## src/design/msbr_pkg.sv

```systemverilog
`timescale 1ns / 1ps

package msbr_pkg;

  localparam int BUFFER_BYTES_DEF   = 4096;
  localparam int MAX_FIELD_BITS_DEF = 32;

  localparam int OP_W    = 3;
  localparam int CNT_W   = 16;
  localparam int ADDR_W  = 12;
  localparam int POS_W   = 13;
  localparam int LEN_W   = 13;
  localparam int FIELD_W = 32;
  localparam int BITS_W  = 16;
  localparam int ROW_W   = 64;

  typedef enum logic [OP_W-1:0] {
    OP_LOAD   = 3'd0,
    OP_GET    = 3'd1,
    OP_SHOW   = 3'd2,
    OP_SKIP   = 3'd3,
    OP_ALIGN  = 3'd4,
    OP_REWIND = 3'd5
  } op_t;

  typedef enum logic {
    S_IDLE = 1'b0,
    S_EXEC = 1'b1
  } state_t;

  typedef struct packed {
    logic [FIELD_W-1:0] field_value;
    logic [POS_W-1:0]   pos;
    logic [2:0]         off;
  } exec_res_t;

endpackage

```

## src/design/msbr_exec.sv

```systemverilog
`timescale 1ns / 1ps

module msbr_exec import msbr_pkg::*; #(
  parameter int BUFFER_BYTES   = BUFFER_BYTES_DEF,
  parameter int MAX_FIELD_BITS = MAX_FIELD_BITS_DEF
) (
  input  op_t              op,
  input  logic [CNT_W-1:0] count,
  input  logic [POS_W-1:0] pos,
  input  logic [2:0]       off,
  input  logic [LEN_W-1:0] len_raw,
  input  logic [ROW_W-1:0] row_a,
  input  logic [ROW_W-1:0] row_b,
  output exec_res_t        res
);

  logic [LEN_W-1:0]   len;
  logic [BITS_W-1:0]  cur;
  logic [BITS_W-1:0]  end_bits;
  logic [BITS_W-1:0]  avail;
  logic [5:0]         cnt;
  logic [5:0]         nread;
  logic [127:0]       win;
  logic [39:0]        w40;
  logic [39:0]        w40_sh;
  logic [FIELD_W-1:0] top;
  logic [FIELD_W-1:0] mask;
  logic [FIELD_W-1:0] val;
  logic [BITS_W-1:0]  get_end;
  logic [BITS_W:0]    skip_total;
  logic [BITS_W-3:0]  skip_byte;

  assign len = ({19'b0, len_raw} > 32'(BUFFER_BYTES)) ? LEN_W'(BUFFER_BYTES) : len_raw;

  assign cur      = {pos, off};
  assign end_bits = {len, 3'b000};
  assign avail    = (cur < end_bits) ? (end_bits - cur) : '0;

  assign cnt   = (count > CNT_W'(MAX_FIELD_BITS)) ? 6'(MAX_FIELD_BITS) : count[5:0];
  assign nread = ({10'b0, cnt} > avail) ? avail[5:0] : cnt;

  // two rows laid out first byte at the top
  always_comb begin
    for (int k = 0; k < 8; k++) begin
      win[127 - 8*k -: 8] = row_a[8*k +: 8];
      win[63 - 8*k -: 8]  = row_b[8*k +: 8];
    end
  end

  assign w40    = win[127 - 8*pos[2:0] -: 40];
  assign w40_sh = w40 << off;
  assign top    = w40_sh[39:8];

  // keep the bits actually read, zeros stand in past the end
  assign mask = ~({FIELD_W{1'b1}} >> nread);
  assign val  = (top & mask) >> (6'd32 - cnt);

  assign get_end    = cur + {10'b0, nread};
  assign skip_total = {1'b0, cur} + {1'b0, count};
  assign skip_byte  = skip_total[BITS_W:3];

  always_comb begin
    res.field_value = '0;
    res.pos         = pos;
    res.off         = off;
    unique case (op)
      OP_GET: begin
        res.field_value = val;
        res.pos         = get_end[BITS_W-1:3];
        res.off         = get_end[2:0];
      end
      OP_SHOW: begin
        res.field_value = val;
      end
      OP_SKIP: begin
        if (skip_byte >= {1'b0, len}) begin
          res.pos = len;
          res.off = 3'd0;
        end else begin
          res.pos = skip_byte[POS_W-1:0];
          res.off = skip_total[2:0];
        end
      end
      OP_ALIGN: begin
        if (off != 3'd0) begin
          res.pos = pos + POS_W'(1);
          res.off = 3'd0;
        end
      end
      OP_REWIND: begin
        res.pos = '0;
        res.off = 3'd0;
      end
      default: begin
      end
    endcase
  end

endmodule

```

## config.mk

```make
export PLATFORM = sky130hd
export DESIGN_NAME = msbr_exec
export DESIGN_NICKNAME = d
export VERILOG_FILES = /design/src/design/msbr_pkg.sv /design/src/design/msbr_exec.sv
export SDC_FILE = /design/constraint.sdc
export NUM_CORES = 1
export LEC_CHECK = 0
export BUFFER_PORTS_ARGS = -buffer_cell sky130_fd_sc_hd__buf_2
export CAP_MARGIN = 40
export CORE_MARGIN = 2
export CORE_UTILIZATION = 59
export DETAILED_ROUTE_END_ITERATION = 10
export PLACE_DENSITY_LB_ADDON = 0.12
export SYNTH_ARGS = -nofsm -noshare
export SYNTH_HDL_FRONTEND = slang
export SYNTH_SLANG_ARGS = --single-unit
export TNS_END_PERCENT = 5
```

## constraint.sdc

```tcl
create_clock -name vclk -period 16.6
set_input_delay 0.83 -clock vclk [all_inputs]
set_output_delay 0.83 -clock vclk [all_outputs]
set_load 0.01 [all_outputs]
```

==> metrics.txt, run 1 <==
Slew Viols, Final=0; drt pass-1 iters=6; Critical Path Fanout Max=65; Setup Fix Bufs, Post-CTS=0; fin crit share=0.5488; fin crit period=9109 ps; Syn Std Cell Area=9598 sq um; via count=around 11,000; cts hold-fix bufs=0; die area=~17,000 sq um; DR WL/cell=19.98 um; initial antenna violation count=0; final wirelength=32,850 um; Post-Route Setup TNS=0 ps; share of layout cells above drive strength 1=0.2549; final core occ=0.6651; Critical Path End Type=output pin; Final ANT Viol Nets=0; YS warnings=0; outcome=complete, no violations; Seq/Total Area, Yosys=0; RSZ-0062 raised after global routing=no; post-synthesis cell type count=just over 90; IO Pins=224; Die Y=131.5 um; Critical Path AT=just over 8000 ps; fmax=between 0.1 and 0.15 GHz; sequential cell count=0; worst slew pin tran=908.5 ps; final cell count without fillers=1,644; post-cts sizing count=0; fin area=10,570 sq um; final setup violation count=0; LEAKAGE=0.004657 uW; sequential standard cell area=0 sq um; synth-to-layout area growth=10.08%; worst endpoint required time=15,770 ps; initial drt markers=around 1,400; Placed Instances=1,644; Critical Path Start Type=input port; Post-route DRC=0; Starting Density=0.6042; total track usage=0.3622; Critical Setup Path Class=in -> out; syn nets=1,552; global-route wire length before repair=between 50,000 and 60,000 um; critical path launch point=pos[1]; largest net degree at the start of global routing=66; Avg Synthesized Cell Area=7.304 sq um; worst hold-check path type=in -> out; # clk buffers=0; chip width=between 100 and 150 um; Slew HR=0.3879; final hold vios=0; GRT overflow=0; crit path to=res[20]; Power Dens Cells=~39 nW/um^2; Nets=about 1,700; Core ar.=between 15,000 and 20,000 sq um; # port buffers=~190; routability cong.=0.9776; placed instance area=~11,000 sq um; DP HPWL=approximately 26,000 um; max-cap viol count=0; Mapped Cells=1,314; FP Rows=46; diode count=0; Peak VDD IR=29.03 uV; vias in the first global route=between 9,000 and 10,000; vias per cell=a little under 7
[cell type report]
class                           count  area [sq um]
Inverter                           61         229.0
Timing Repair Buffer              204          1056
Fill cell                        1473          5320
Tap cell                          216         270.3
Multi-Input combinational cell   1163          9010
[kinds of logic (layout without fill, tap and decap cells)]
family          after synthesis  after routing  synth area share
buf+inv                     151            265           0.06257
simple gates                472            472            0.2315
mux                         210            210            0.3230
compound gates              390            390            0.2740
fa+ha+maj                    62             62           0.08239
xor+xnor                     29             29           0.02646
[layer usage]
metal / up-vias / GRT usage / part of all wire
met4: 0 / 0.07005 / 0.020
li1: 5281 / - / -
met1: 5268 / 0.5432 / 0.44
met2: 695 / 0.5590 / 0.44
met5: - / 0 / 0
met3: 55 / 0.04360 / 0.11
[cell usage in the layout, fill, tap and decap left out, types with 6 or more instances in the layout]
master     synthesis  final
a21o_1            25     25
inv_1             57     57
and2_1            18     18
or3_1              9      9
a211oi_1          22     22
o21ai_0           91     91
a31oi_1            6      6
xnor2_1           23     22
nand3_1           30     30
nor2_1           128    128
nand4_1           12     12
o31ai_1           15     14
mux2_2            55     55
a211o_1            6      6
or4_1              7      7
o21bai_1          10     10
nand2b_1           8      8
o211ai_1          14     14
a32oi_1            6      6
buf_4              1     14
xor2_1             6      6
o221ai_1          11     11
a2bb2oi_1          6      6
a221oi_1          12     12
mux4_2            68     68
a21oi_1           80     80
nor3_1            46     46
buf_2             18    190
nor4_1             7      7
o21a_1             7      7
nand2_1          159    159
o22ai_1           10     10
ha_1              60     60
and3_1            11     11
mux2i_1           81     81
or2_2             10     10
[worst min-delay path by stage]
stage	startpoint	end	cells past startpoint	slack, ps
detailed placement	pos[12]	res[15]	4	2120
finish	pos[11]	res[14]	4	2140
global route	pos[12]	res[15]	4	2150
floorplan	pos[11]	res[14]	2	1820
CTS	pos[12]	res[15]	4	2120
global placement	pos[12]	res[15]	4	2120
[metrics by stage]
step	setup slack [ps]	total power, uW	hold slack, ps
final	7491	412.3	2144
after CTS	7602	401.1	2121
after global placement	7680	394.8	2122
after detailed placement	7613	398.7	2123
after global routing	6941	446.8	2151
after floorplan	8391	291.8	1824
[worst max-delay path, stage by stage]
cell and delay, ps:
buf_2 70, buf_4 610, inv_1 570, ha_1 570
nand2_1 90, nor4_1 530, a21oi_1 80, buf_4 230
nand3_1 200, ha_1 290, and3_1 210, a41oi_1 250
nand2_1 250, a21oi_2 410, o21ai_1 220, mux2i_4 280
inv_1 290, nor2_1 530, a21oi_1 220, a21oi_1 470
mux2i_1 220, a221oi_1 460, o221ai_1 200, buf_2 170
[Yosys cell counts (all sizes together), types with 7 or more instances]
library cell,count,area share
a2111oi,7,0.0066
nor2,128,0.050
mux4,71,0.17
buf,36,0.018
nand3,31,0.017
xnor2,23,0.021
o22ai,10,0.0065
o21ai,95,0.050
or3,10,0.0070
nor4,8,0.0059
or4,9,0.0078
nand2b,8,0.0052
o21bai,10,0.0078
o211ai,14,0.011
a21oi,82,0.044
nand4,12,0.0078
and2,18,0.012
a221oi,12,0.011
nand2,159,0.062
o31ai,16,0.013
mux2,56,0.066
a211oi,22,0.017
clkbuf,54,0.021
ha,60,0.078
o21a,7,0.0055
and3,13,0.0095
a21o,26,0.020
or2,12,0.0078
nor3,47,0.025
o221ai,12,0.012
inv,59,0.023
mux2i,83,0.089
[power by group]
group | internal, uW | total, uW | switching (uW)
logic | 172 | 412 | 240
clock network | 0 | 0 | 0
registers | 0 | 0 | 0
Note: power is estimated with default switching activity, not from simulation.
==> inputs of run 2 (changes only) <==
--- a/config.mk
+++ b/config.mk
@@ -8,7 +8,7 @@
 export BUFFER_PORTS_ARGS = -buffer_cell sky130_fd_sc_hd__buf_2
 export CAP_MARGIN = 40
 export CORE_MARGIN = 2
-export CORE_UTILIZATION = 59
+export CORE_UTILIZATION = 58
 export DETAILED_ROUTE_END_ITERATION = 10
 export PLACE_DENSITY_LB_ADDON = 0.12
 export SYNTH_ARGS = -nofsm -noshare
==> constraint.sdc (replaced) <==
create_clock -name vclk -period 9.5
set_input_delay 0.475 -clock vclk [all_inputs]
set_output_delay 0.475 -clock vclk [all_outputs]
set_load 0.01 [all_outputs]
==> metrics.txt, run 2 (same netlist as run 1, synthesis figures left out) <==
fmax=0.1259 GHz; Critical Setup Path Class=in -> out; Critical Path AT=roughly 7500 ps; final setup violation count=0; sequential standard cell area=0 sq um; final hold vios=0; worst endpoint required time=9030 ps; initial drt markers=1,715; Peak VDD IR=51.27 uV; largest net degree at the start of global routing=65; most common cell after layout, fill and taps aside=buf_2; Die Y=132.6 um; GRT overflow=0; Core ar.=16,410 sq um; outcome=complete, no violations; LEAKAGE=0.004667 uW; Critical-path top delay cell=nor4_1; Critical Path End Type=output pin; cts hold-fix bufs=0; DP HPWL=approximately 26,000 um; Post-route DRC=0; worst hold-check path type=in -> out; fin crit period=7941 ps; chip width=132.6 um; Starting Density=0.5850; initial antenna violation count=0; total track usage=0.3541; vias per cell=6.883; crit-path max cell delay=610 ps; Critical Path Start Type=input port; fin crit share=0.8359; die area=17,590 sq um; placed instance area=between 10,000 and 15,000 sq um; vias in the first global route=10,070; Nets=1,668; drt pass-1 iters=6; cell mode on critical path=nand2_1; # clk buffers=0; via count=11,340; max-cap viol count=0; final wirelength=32,540 um; IO Pins=224; share of layout cells above drive strength 1=0.2549; post-cts sizing count=0; FP Rows=47; synth-to-layout area growth=10.38%; Setup Fix Bufs, Post-CTS=0; RSZ-0062 raised after global routing=no; worst hold slack=1422 ps; Slew Viols, Final=0; FILL cells=~1,500; Power Dens Cells=68.08 nW/um^2; Slew HR=0.4062; DR WL/cell=19.74 um; Post-Route Setup TNS=0 ps; Design Power=between 700 and 800 uW; fin area=around 11,000 sq um; Final ANT Viol Nets=0; Buf/Inv on CP=6; diode count=0; delay-heaviest family, CP=simple AND/OR/NAND/NOR gates; # port buffers=191; Critical Path Fanout Max=16; routability cong.=0.9782; global-route wire length before repair=52,070 um; worst slew pin tran=~880 ps; sequential cell count=0; most frequent cells in the layout=buf_2 (190), nand2_1 (159), nor2_1 (128)
-- run 2: layout make-up --
class              count  area, sq um  area share
multi-input cells   1163         9010      0.8505
repair buffers       204         1080      0.1019
well taps            220        275.3     0.02598
inverters             61        229.0     0.02161
-- run 2: metal layers --
| metal | wire (um) | GRT usage |
|---|---|---|
| met5 | 0 | 0 |
| met4 | 630 | 0.06870 |
| met3 | 3184 | 0.02567 |
| met2 | 14530 | 0.5533 |
| met1 | 14200 | 0.5376 |
-- run 2: final timing paths --
path,start,end,slack (ps),depth (start not counted)
max,len_raw[12],res[10],1560,30
min,pos[11],res[14],1420,4
-- run 2: power breakdown --
part | internal [uW] | total (uW) | switching, uW
registers | 0 | 0 | 0
clock network | 0 | 0 | 0
logic | 302 | 721 | 419
total | 302 | 721 | 419
-- run 2: stage by stage --
step	util	worst slack (ps)	cells
final	0.6457	1559	1648
after global placement	0.6433	1781	1646
after global routing	0.6457	942.9	1648
after detailed placement	0.6457	1709	1648
after floorplan	-	2001	1314
after CTS	0.6457	1690	1648
